--- config.mk ---
export PLATFORM = sky130hd
export DESIGN_NAME = sql_token_splitter_core
export DESIGN_NICKNAME = d
export VERILOG_FILES = /design/src/rtl/sqlts_pkg.sv /design/src/rtl/sql_token_splitter_core.sv /design/src/rtl/sqlts_front.sv /design/src/rtl/sqlts_queue.sv /design/src/rtl/sqlts_back.sv
export SDC_FILE = /design/constraint.sdc
export NUM_CORES = 1
export LEC_CHECK = 0
export ABC_CLOCK_PERIOD_IN_PS = 18620
export CORE_AREA = 8 8 168 170
export CTS_CLUSTER_SIZE = 20
export DETAILED_ROUTE_END_ITERATION = 8
export DIE_AREA = 0 0 176 178
export DONT_BUFFER_PORTS = 1
export GPL_ROUTABILITY_DRIVEN = 0
export PLACE_DENSITY = 0.58
export SYNTH_ARGS = -nofsm -noshare
export SYNTH_HDL_FRONTEND = slang
export SYNTH_SLANG_ARGS = --single-unit
--- constraint.sdc ---
create_clock -name clk -period 18.62 [get_ports clk]
set_clock_uncertainty 0.05 [all_clocks]
set_input_delay 3.724 -clock clk [delete_from_list [all_inputs] [get_ports clk]]
set_output_delay 3.724 -clock clk [all_outputs]
set_load 0.03 [all_outputs]
--- src/rtl/sqlts_pkg.sv ---
// Shared types and sizes for the SQL token splitter.
package sqlts_pkg;

	// Most results one input byte can cause
	localparam int MAX_RES = 4;
	localparam int RES_IDX_W = $clog2(MAX_RES);
	localparam int CNT_W = $clog2(MAX_RES + 1);

	// Queue between classifier and serializer
	localparam int QUEUE_DEPTH = 4;
	localparam int Q_PTR_W = $clog2(QUEUE_DEPTH);
	localparam int Q_CNT_W = $clog2(QUEUE_DEPTH + 1);

	// One result beat
	typedef struct packed {
		logic [1:0] kind;
		logic [7:0] ch;
	} res_t;

	// All results caused by one input byte
	typedef struct packed {
		logic [CNT_W-1:0]           cnt;
		res_t [MAX_RES-1:0]         res;
	} entry_t;

endpackage

--- src/rtl/sql_token_splitter_core.sv ---
// SQL token splitter: one query byte in, zero to four result beats out.
// The first beat of a byte passes the queue slot, the working entry and the output register.
// Throughput: one byte per cycle in unless the queue is full; one beat per cycle out unless
// out_stall holds it; a four-entry queue absorbs bytes whose k beats hold the serializer.
// Reset (arst_n low): lexer back to normal mode with no open token, queue and output empty.
module sql_token_splitter_core (
	input  logic        clk,
	input  logic        arst_n,
	input  logic        in_valid,
	output logic        in_stall,
	input  logic [7:0]  char_in,
	input  logic        end_of_statement,
	output logic        out_valid,
	input  logic        out_stall,
	output logic [1:0]  kind,
	output logic [7:0]  char_out,
	output logic        last_of_run
);

	logic              push;
	logic              q_full;
	logic              q_empty;
	logic              pop;
	sqlts_pkg::entry_t push_entry;
	sqlts_pkg::entry_t head;

	sqlts_front u_front (
		.clk              (clk),
		.arst_n           (arst_n),
		.in_valid         (in_valid),
		.in_stall         (in_stall),
		.char_in          (char_in),
		.end_of_statement (end_of_statement),
		.q_full           (q_full),
		.push             (push),
		.push_entry       (push_entry)
	);

	sqlts_queue u_queue (
		.clk        (clk),
		.arst_n     (arst_n),
		.push       (push),
		.push_entry (push_entry),
		.full       (q_full),
		.pop        (pop),
		.empty      (q_empty),
		.head       (head)
	);

	sqlts_back u_back (
		.clk         (clk),
		.arst_n      (arst_n),
		.q_empty     (q_empty),
		.head        (head),
		.pop         (pop),
		.out_valid   (out_valid),
		.out_stall   (out_stall),
		.kind        (kind),
		.char_out    (char_out),
		.last_of_run (last_of_run)
	);

endmodule

--- src/rtl/sqlts_front.sv ---
// Front end: accepts query bytes, runs the lexer state and builds result entries.
module sqlts_front (
	input  logic                 clk,
	input  logic                 arst_n,
	input  logic                 in_valid,
	output logic                 in_stall,
	input  logic [7:0]           char_in,
	input  logic                 end_of_statement,
	input  logic                 q_full,
	output logic                 push,
	output sqlts_pkg::entry_t    push_entry
);

	localparam logic [1:0] KIND_BYTE      = 2'd0;
	localparam logic [1:0] KIND_END_TOKEN = 2'd1;
	localparam logic [1:0] KIND_END_STMT  = 2'd2;

	localparam logic [7:0] CH_SQUOTE = 8'h27;
	localparam logic [7:0] CH_DQUOTE = 8'h22;
	localparam logic [7:0] CH_COMMA  = 8'h2C;
	localparam logic [7:0] CH_SEMI   = 8'h3B;
	localparam logic [7:0] CH_LPAREN = 8'h28;
	localparam logic [7:0] CH_RPAREN = 8'h29;
	localparam logic [7:0] CH_EQ     = 8'h3D;
	localparam logic [7:0] CH_LT     = 8'h3C;
	localparam logic [7:0] CH_GT     = 8'h3E;
	localparam logic [7:0] CH_BANG   = 8'h21;
	localparam logic [7:0] CH_TAB    = 8'h09;
	localparam logic [7:0] CH_CR     = 8'h0D;
	localparam logic [7:0] CH_SPACE  = 8'h20;

	typedef enum logic [1:0] {
		MODE_NORMAL     = 2'd0,
		MODE_STRING     = 2'd1,
		MODE_QUOTE_PEND = 2'd2,
		MODE_OP_PEND    = 2'd3
	} mode_t;

	mode_t mode_q, mode_d;
	logic  qkind_q, qkind_d;
	logic  open_q, open_d;

	sqlts_pkg::entry_t ent;
	logic              accept;
	logic              do_normal;
	logic [7:0]        qbyte;

	// Append one result to an entry, capped at the entry size
	function automatic sqlts_pkg::entry_t add_res(sqlts_pkg::entry_t e, logic [1:0] k,
			logic [7:0] ch);
		sqlts_pkg::entry_t r;
		r = e;
		if (r.cnt < sqlts_pkg::CNT_W'(sqlts_pkg::MAX_RES)) begin
			r.res[r.cnt[sqlts_pkg::RES_IDX_W-1:0]].kind = k;
			r.res[r.cnt[sqlts_pkg::RES_IDX_W-1:0]].ch = (k == KIND_BYTE) ? ch : 8'd0;
			r.cnt = r.cnt + sqlts_pkg::CNT_W'(1);
		end
		return r;
	endfunction

	function automatic logic is_space(logic [7:0] c);
		return (c == CH_SPACE) || (c >= CH_TAB && c <= CH_CR);
	endfunction

	function automatic logic is_delim(logic [7:0] c);
		return (c == CH_COMMA) || (c == CH_SEMI) || (c == CH_LPAREN) ||
			(c == CH_RPAREN) || (c == CH_EQ) || (c == CH_LT) ||
			(c == CH_GT) || (c == CH_BANG);
	endfunction

	assign in_stall = q_full;
	assign accept   = in_valid && !q_full;
	assign qbyte    = qkind_q ? CH_DQUOTE : CH_SQUOTE;

	// Classify the byte and build its result list
	always_comb begin
		mode_d    = mode_q;
		qkind_d   = qkind_q;
		open_d    = open_q;
		ent       = '0;
		do_normal = 1'b0;

		case (mode_q)
			MODE_STRING: begin
				ent = add_res(ent, KIND_BYTE, char_in);
				if (char_in == qbyte)
					mode_d = MODE_QUOTE_PEND;
			end
			MODE_QUOTE_PEND: begin
				if (char_in == qbyte) begin
					// doubled quote stays inside the string
					ent = add_res(ent, KIND_BYTE, char_in);
					mode_d = MODE_STRING;
				end else begin
					mode_d = MODE_NORMAL;
					if (open_d)
						ent = add_res(ent, KIND_END_TOKEN, 8'd0);
					open_d = 1'b0;
					do_normal = 1'b1;
				end
			end
			MODE_OP_PEND: begin
				mode_d = MODE_NORMAL;
				if (char_in == CH_EQ) begin
					// joined operator: <= >= !=
					ent = add_res(ent, KIND_BYTE, char_in);
					if (open_d)
						ent = add_res(ent, KIND_END_TOKEN, 8'd0);
					open_d = 1'b0;
				end else begin
					if (open_d)
						ent = add_res(ent, KIND_END_TOKEN, 8'd0);
					open_d = 1'b0;
					do_normal = 1'b1;
				end
			end
			default: begin
				mode_d = MODE_NORMAL;
				do_normal = 1'b1;
			end
		endcase

		// Normal lexing of the byte
		if (do_normal) begin
			if (char_in == CH_SQUOTE || char_in == CH_DQUOTE) begin
				if (open_d)
					ent = add_res(ent, KIND_END_TOKEN, 8'd0);
				ent = add_res(ent, KIND_BYTE, char_in);
				mode_d = MODE_STRING;
				qkind_d = (char_in == CH_DQUOTE);
				open_d = 1'b1;
			end else if (is_space(char_in)) begin
				if (open_d)
					ent = add_res(ent, KIND_END_TOKEN, 8'd0);
				open_d = 1'b0;
			end else if (is_delim(char_in)) begin
				if (open_d)
					ent = add_res(ent, KIND_END_TOKEN, 8'd0);
				ent = add_res(ent, KIND_BYTE, char_in);
				if (char_in == CH_LT || char_in == CH_GT || char_in == CH_BANG) begin
					mode_d = MODE_OP_PEND;
					open_d = 1'b1;
				end else begin
					ent = add_res(ent, KIND_END_TOKEN, 8'd0);
					open_d = 1'b0;
				end
			end else begin
				ent = add_res(ent, KIND_BYTE, char_in);
				open_d = 1'b1;
			end
		end

		// Final byte closes everything and returns to reset state
		if (end_of_statement) begin
			if (open_d)
				ent = add_res(ent, KIND_END_TOKEN, 8'd0);
			ent = add_res(ent, KIND_END_STMT, 8'd0);
			mode_d = MODE_NORMAL;
			qkind_d = 1'b0;
			open_d = 1'b0;
		end
	end

	assign push       = accept && (ent.cnt != '0);
	assign push_entry = ent;

	// Lexer state
	always_ff @(posedge clk or negedge arst_n) begin
		if (!arst_n) begin
			mode_q  <= MODE_NORMAL;
			qkind_q <= 1'b0;
			open_q  <= 1'b0;
		end else if (accept) begin
			mode_q  <= mode_d;
			qkind_q <= qkind_d;
			open_q  <= open_d;
		end
	end

endmodule

--- src/rtl/sqlts_queue.sv ---
// Short entry queue between the front end and the result serializer.
module sqlts_queue (
	input  logic                 clk,
	input  logic                 arst_n,
	input  logic                 push,
	input  sqlts_pkg::entry_t    push_entry,
	output logic                 full,
	input  logic                 pop,
	output logic                 empty,
	output sqlts_pkg::entry_t    head
);

	sqlts_pkg::entry_t                  slot_q [sqlts_pkg::QUEUE_DEPTH];
	logic [sqlts_pkg::Q_PTR_W-1:0]      wr_ptr_q;
	logic [sqlts_pkg::Q_PTR_W-1:0]      rd_ptr_q;
	logic [sqlts_pkg::Q_CNT_W-1:0]      count_q;
	logic                               do_push;
	logic                               do_pop;

	assign full    = (count_q == sqlts_pkg::Q_CNT_W'(sqlts_pkg::QUEUE_DEPTH));
	assign empty   = (count_q == '0);
	assign head    = slot_q[rd_ptr_q];
	assign do_push = push && !full;
	assign do_pop  = pop && !empty;

	// Entry storage
	always_ff @(posedge clk) begin
		if (do_push)
			slot_q[wr_ptr_q] <= push_entry;
	end

	// Pointers and fill count
	always_ff @(posedge clk or negedge arst_n) begin
		if (!arst_n) begin
			wr_ptr_q <= '0;
			rd_ptr_q <= '0;
			count_q  <= '0;
		end else begin
			if (do_push)
				wr_ptr_q <= wr_ptr_q + sqlts_pkg::Q_PTR_W'(1);
			if (do_pop)
				rd_ptr_q <= rd_ptr_q + sqlts_pkg::Q_PTR_W'(1);
			if (do_push && !do_pop)
				count_q <= count_q + sqlts_pkg::Q_CNT_W'(1);
			else if (do_pop && !do_push)
				count_q <= count_q - sqlts_pkg::Q_CNT_W'(1);
		end
	end

endmodule

--- src/rtl/sqlts_back.sv ---
// Back end: drains queued entries one result beat per cycle, unless out_stall holds it, into the output register.
module sqlts_back (
	input  logic                 clk,
	input  logic                 arst_n,
	input  logic                 q_empty,
	input  sqlts_pkg::entry_t    head,
	output logic                 pop,
	output logic                 out_valid,
	input  logic                 out_stall,
	output logic [1:0]           kind,
	output logic [7:0]           char_out,
	output logic                 last_of_run
);

	sqlts_pkg::entry_t                  cur_q;
	logic                               cur_valid_q;
	logic [sqlts_pkg::RES_IDX_W-1:0]    idx_q;
	logic                               out_valid_q;
	logic [1:0]                         kind_q;
	logic [7:0]                         char_q;
	logic                               last_q;
	logic                               advance;
	logic                               cur_last;

	assign advance  = cur_valid_q && (!out_valid_q || !out_stall);
	assign cur_last = ((sqlts_pkg::CNT_W'(idx_q) + sqlts_pkg::CNT_W'(1)) == cur_q.cnt);
	assign pop      = !q_empty && (!cur_valid_q || (advance && cur_last));

	// Working entry and beat index
	always_ff @(posedge clk or negedge arst_n) begin
		if (!arst_n) begin
			cur_valid_q <= 1'b0;
			idx_q       <= '0;
		end else if (pop) begin
			cur_valid_q <= 1'b1;
			idx_q       <= '0;
		end else if (advance) begin
			if (cur_last)
				cur_valid_q <= 1'b0;
			else
				idx_q <= idx_q + sqlts_pkg::RES_IDX_W'(1);
		end
	end

	always_ff @(posedge clk) begin
		if (pop)
			cur_q <= head;
	end

	// Output register
	always_ff @(posedge clk or negedge arst_n) begin
		if (!arst_n)
			out_valid_q <= 1'b0;
		else if (advance)
			out_valid_q <= 1'b1;
		else if (!out_stall)
			out_valid_q <= 1'b0;
	end

	always_ff @(posedge clk) begin
		if (advance) begin
			kind_q <= cur_q.res[idx_q].kind;
			char_q <= cur_q.res[idx_q].ch;
			last_q <= cur_last;
		end
	end

	assign out_valid   = out_valid_q;
	assign kind        = kind_q;
	assign char_out    = char_q;
	assign last_of_run = last_q;

endmodule
==> results.md <==
- DRT met1 WL: 10500 um
- Cell repeated most along the worst path: sky130_fd_sc_hd__ha_1
- Net count of the mapped netlist: 808
- Origin of the worst min-delay path: u_back.cur_valid_q
- Synthesis-stage register bit count: 241
- Full die area: 0.0313 mm2
- Unrepaired setup endpoints after global routing: false
- Detailed route wirelength on metal2: 12100 um
- Total chip power: 1.76 mW
- Number of antenna violations at the first check in global routing: 0
- CP Capture Type: register
- Pre-CTS setup slack: 7.51 ns
- Endpoint, Worst Hold: u_back.out_valid
- Outcome: complete, no violations
- Leakage power: 4.23 nW
- Vias per cell: 6.07
- Number of distinct library cell variants in the gate-level netlist after synthesis: 74
- Worst-path maximum fanout: 10
- Count of port buffers added during placement: 0
- Slowest stage cell, crit path: sky130_fd_sc_hd__nor3b_1
- Slew headroom: 16.5%
- Hold-fix buffers, CTS: 0
- Highest clock rate: 0.0934 GHz
- Portion of the post-synthesis area used by sequential elements: 63.7%
- Internal reg-to-reg setup slack: 10.81 ns
- Mapped Area: 0.0112 mm2
- I/O pin total: 26
- Number of hold violations in the final report: 0
- 1st-pass router iterations: 6
- Type of element launching the critical path: input port
- Clk sink count: 241
- Setup ws final: 7.91 ns
- Max-cap check violation count: 0
- Clk root buf: sky130_fd_sc_hd__clkbuf_16
- Core Area: 0.0256 mm2
- Final antenna diode count: 0
- Depth of the worst register-to-register path: 28
- Via count of the first global-routing pass: 6747
- Yosys top cell area share: 60.4%
- Most frequently used flop master after synthesis: sky130_fd_sc_hd__edfxtp_1
- Buffers inserted during post-CTS setup optimization: 0
- Highest metal used: met4
- Syn Inst Count: 763
- Half-perimeter wire length after detailed placement: 16300 um
- Clock tree from TritonCTS: yes
- Final wirelength: 25100 um
- Routed WL per cell: 22.6 um
- VDD IR-drop max: 78.4 uV
- Number of buffers inserted during clock tree synthesis: 25
- Initial core utilization: 43.9%
- Global route total overflow: 0
- Maximum buffer depth of the clock tree: 3
- Area growth from synthesis to layout: 9.56%
- Num rows: 59
- Worst slew pin tran: 1.24 ns
- Cell Count, Final, Fillers Out: 1110
- WHS Path Cells: 1
- Proportion of register bits with asynchronous set or reset after synthesis: 6.22%
- Utilization after layout: 48.1%
- Average cell area after synthesis: 14.7 um2
- R2r startpoint: u_front.mode_q[0]
- Synth top area cells: sky130_fd_sc_hd__edfxtp_1 (60%), sky130_fd_sc_hd__mux4_2 (11%), sky130_fd_sc_hd__ha_1 (3.4%)
- Syn. warnings: 0
- Number of nets in the finished design: 801
- Min cycle time layout: 10.71 ns
- Clock transition at the registers of the reported paths: 0.06 ns
- Global-route wire length before repair: 39400 um
- Instance area after placement: 0.0116 mm2
- Min-Delay Path Class: reg2reg
- Data arrival, critical path: 11.05 ns
- Total buffers and inverters traversed by the critical path: 2
- DRT iter0 DRCs: 747
- Kind of cell adding the most delay to the critical path: adder cells
- Number of levels in the clock H-tree: 1
- All-Layer GR Usage: 16.1%
- Number of flops mapped to enable cells by yosys: 226
- CP required: 18.96 ns
- Total power per unit cell area: 143 mW/mm2
- Number of gates resized after cts: 0
- Worst reg2reg path endpoint: u_queue.count_q[1]
- Setup-failing EPs final: 0
- Die width: 176 um
- Via count: 6742
- Share of the clock period used by the worst path after layout: 57.5%
- Post-route worst hold slack: 0.454 ns
- DRT antenna net count: 0
- Die height: 178 um
- Number of design rule violations left after detail routing: 0
- Clock insertion delay at the later pin of the skew report: 0.52 ns
- Largest net degree at the start of global routing: 49
- Wire length on met3: 1800 um
- Cell type with the highest aggregate area in the netlist: sky130_fd_sc_hd__edfxtp_1
- Summed negative setup slack over all endpoints: 0 ns
- Share of final-layout standard cells stronger than drive strength 1: 14.8%
- Placed cell count: 1064
- Critical path's largest stage delay: 0.55 ns
- Final cell area excluding filler cells: 0.0123 mm2
- Slew Limit Fails: 0
- Startpoint-to-endpoint class of the critical path: in2reg
power by group:
part	internal [mW]	leakage, nW	switching, mW	total [mW]
combinational	0.193	1.56	0.219	0.413
sequential	0.786	2.30	0.0986	0.885
clock	0.265	0.368	0.194	0.458
sequential cells by signal (all words and copies together), names as in the netlist:
signal,flops
u_back.cur_q,43
u_queue.rd_ptr_q,2
u_queue.slot_q,172
u_back.kind,2
u_queue.count_q,3
u_back.cur_valid_q,1
u_back.char_out,8
u_back.idx_q,2
u_back.last_of_run,1
u_front.open_q,1
u_front.mode_q,2
u_front.qkind_q,1
u_back.out_valid,1
u_queue.wr_ptr_q,2
synthesized netlist by cell type, drive strengths merged, types with 6 or more instances:
cell / instances
a211oi: 6
a21o: 7
a21oi: 44
and2: 18
and3: 13
buf: 14
clkbuf: 30
dfrtp: 15
edfxtp: 226
ha: 31
inv: 30
mux4: 53
nand2: 46
nand3: 10
nor2: 46
nor3: 16
o21ai: 40
xnor2: 6
xor2: 7
cells by family after synthesis:
kind of cell | share of synthesized area, %
AO/OA/AOI/OAI | 9.32
XOR/XNOR | 1.01
adder cells (fa/ha/maj) | 3.63
buffers and inverters | 2.66
flip-flops | 63.7
multiplexers | 11.3
AND/OR/NAND/NOR | 8.35
final cells by class:
cell class | instances | area (um2)
timing repair buffer | 10 | 75.1
clock inverter | 14 | 96.3
tap | 335 | 419
fill | 2170 | 13300
multi-input combinational | 448 | 3790
inverter | 30 | 113
sequential | 241 | 7160
clock buffer | 32 | 662
placed cells by master, fill, tap and decap left out, types with 6 or more instances in the layout:
master	count
sky130_fd_sc_hd__clkbuf_1	6
sky130_fd_sc_hd__inv_1	29
sky130_fd_sc_hd__and3_1	13
sky130_fd_sc_hd__xor2_1	7
sky130_fd_sc_hd__a21o_1	7
sky130_fd_sc_hd__ha_1	31
sky130_fd_sc_hd__clkinv_1	7
sky130_fd_sc_hd__nand3_1	10
sky130_fd_sc_hd__clkbuf_16	25
sky130_fd_sc_hd__xnor2_1	6
sky130_fd_sc_hd__dfrtp_1	13
sky130_fd_sc_hd__a21oi_1	44
sky130_fd_sc_hd__buf_4	10
sky130_fd_sc_hd__edfxtp_1	226
sky130_fd_sc_hd__and2_1	13
sky130_fd_sc_hd__nor3_1	16
sky130_fd_sc_hd__mux4_2	53
sky130_fd_sc_hd__o21ai_0	36
sky130_fd_sc_hd__nand2_1	46
sky130_fd_sc_hd__nor2_1	46
how the worst max path moves through the flow:
| stage | start | end | depth (start not counted) |
|---|---|---|---|
| after CTS | char_in[7] | u_queue.count_q[1] | 28 |
| after global routing | char_in[7] | u_queue.count_q[1] | 28 |
| after floorplan | char_in[6] | u_queue.slot_q[0][0] | 27 |
| after detailed placement | char_in[7] | u_queue.count_q[1] | 28 |
| final | char_in[7] | u_queue.count_q[1] | 28 |
| after global placement | char_in[7] | u_queue.count_q[1] | 28 |
metal layers:
metal	up-vias	global-route usage (%)
met3	73	2.65
met4	0	5.44
met1	3401	21.0
met5	-	0
li1	2976	-
met2	292	26.9
worst reg2reg max path, delay by kind of cell (launching register included):
kind                     cells  cell delay [ns]
flip-flops                   1             0.44
buffers and inverters        3             0.36
AO/OA/AOI/OAI                8             2.43
multiplexers                 4             0.88
AND/OR/NAND/NOR              5             1.09
adder cells (fa/ha/maj)      8             2.46
(Power assumes the default switching activity.)
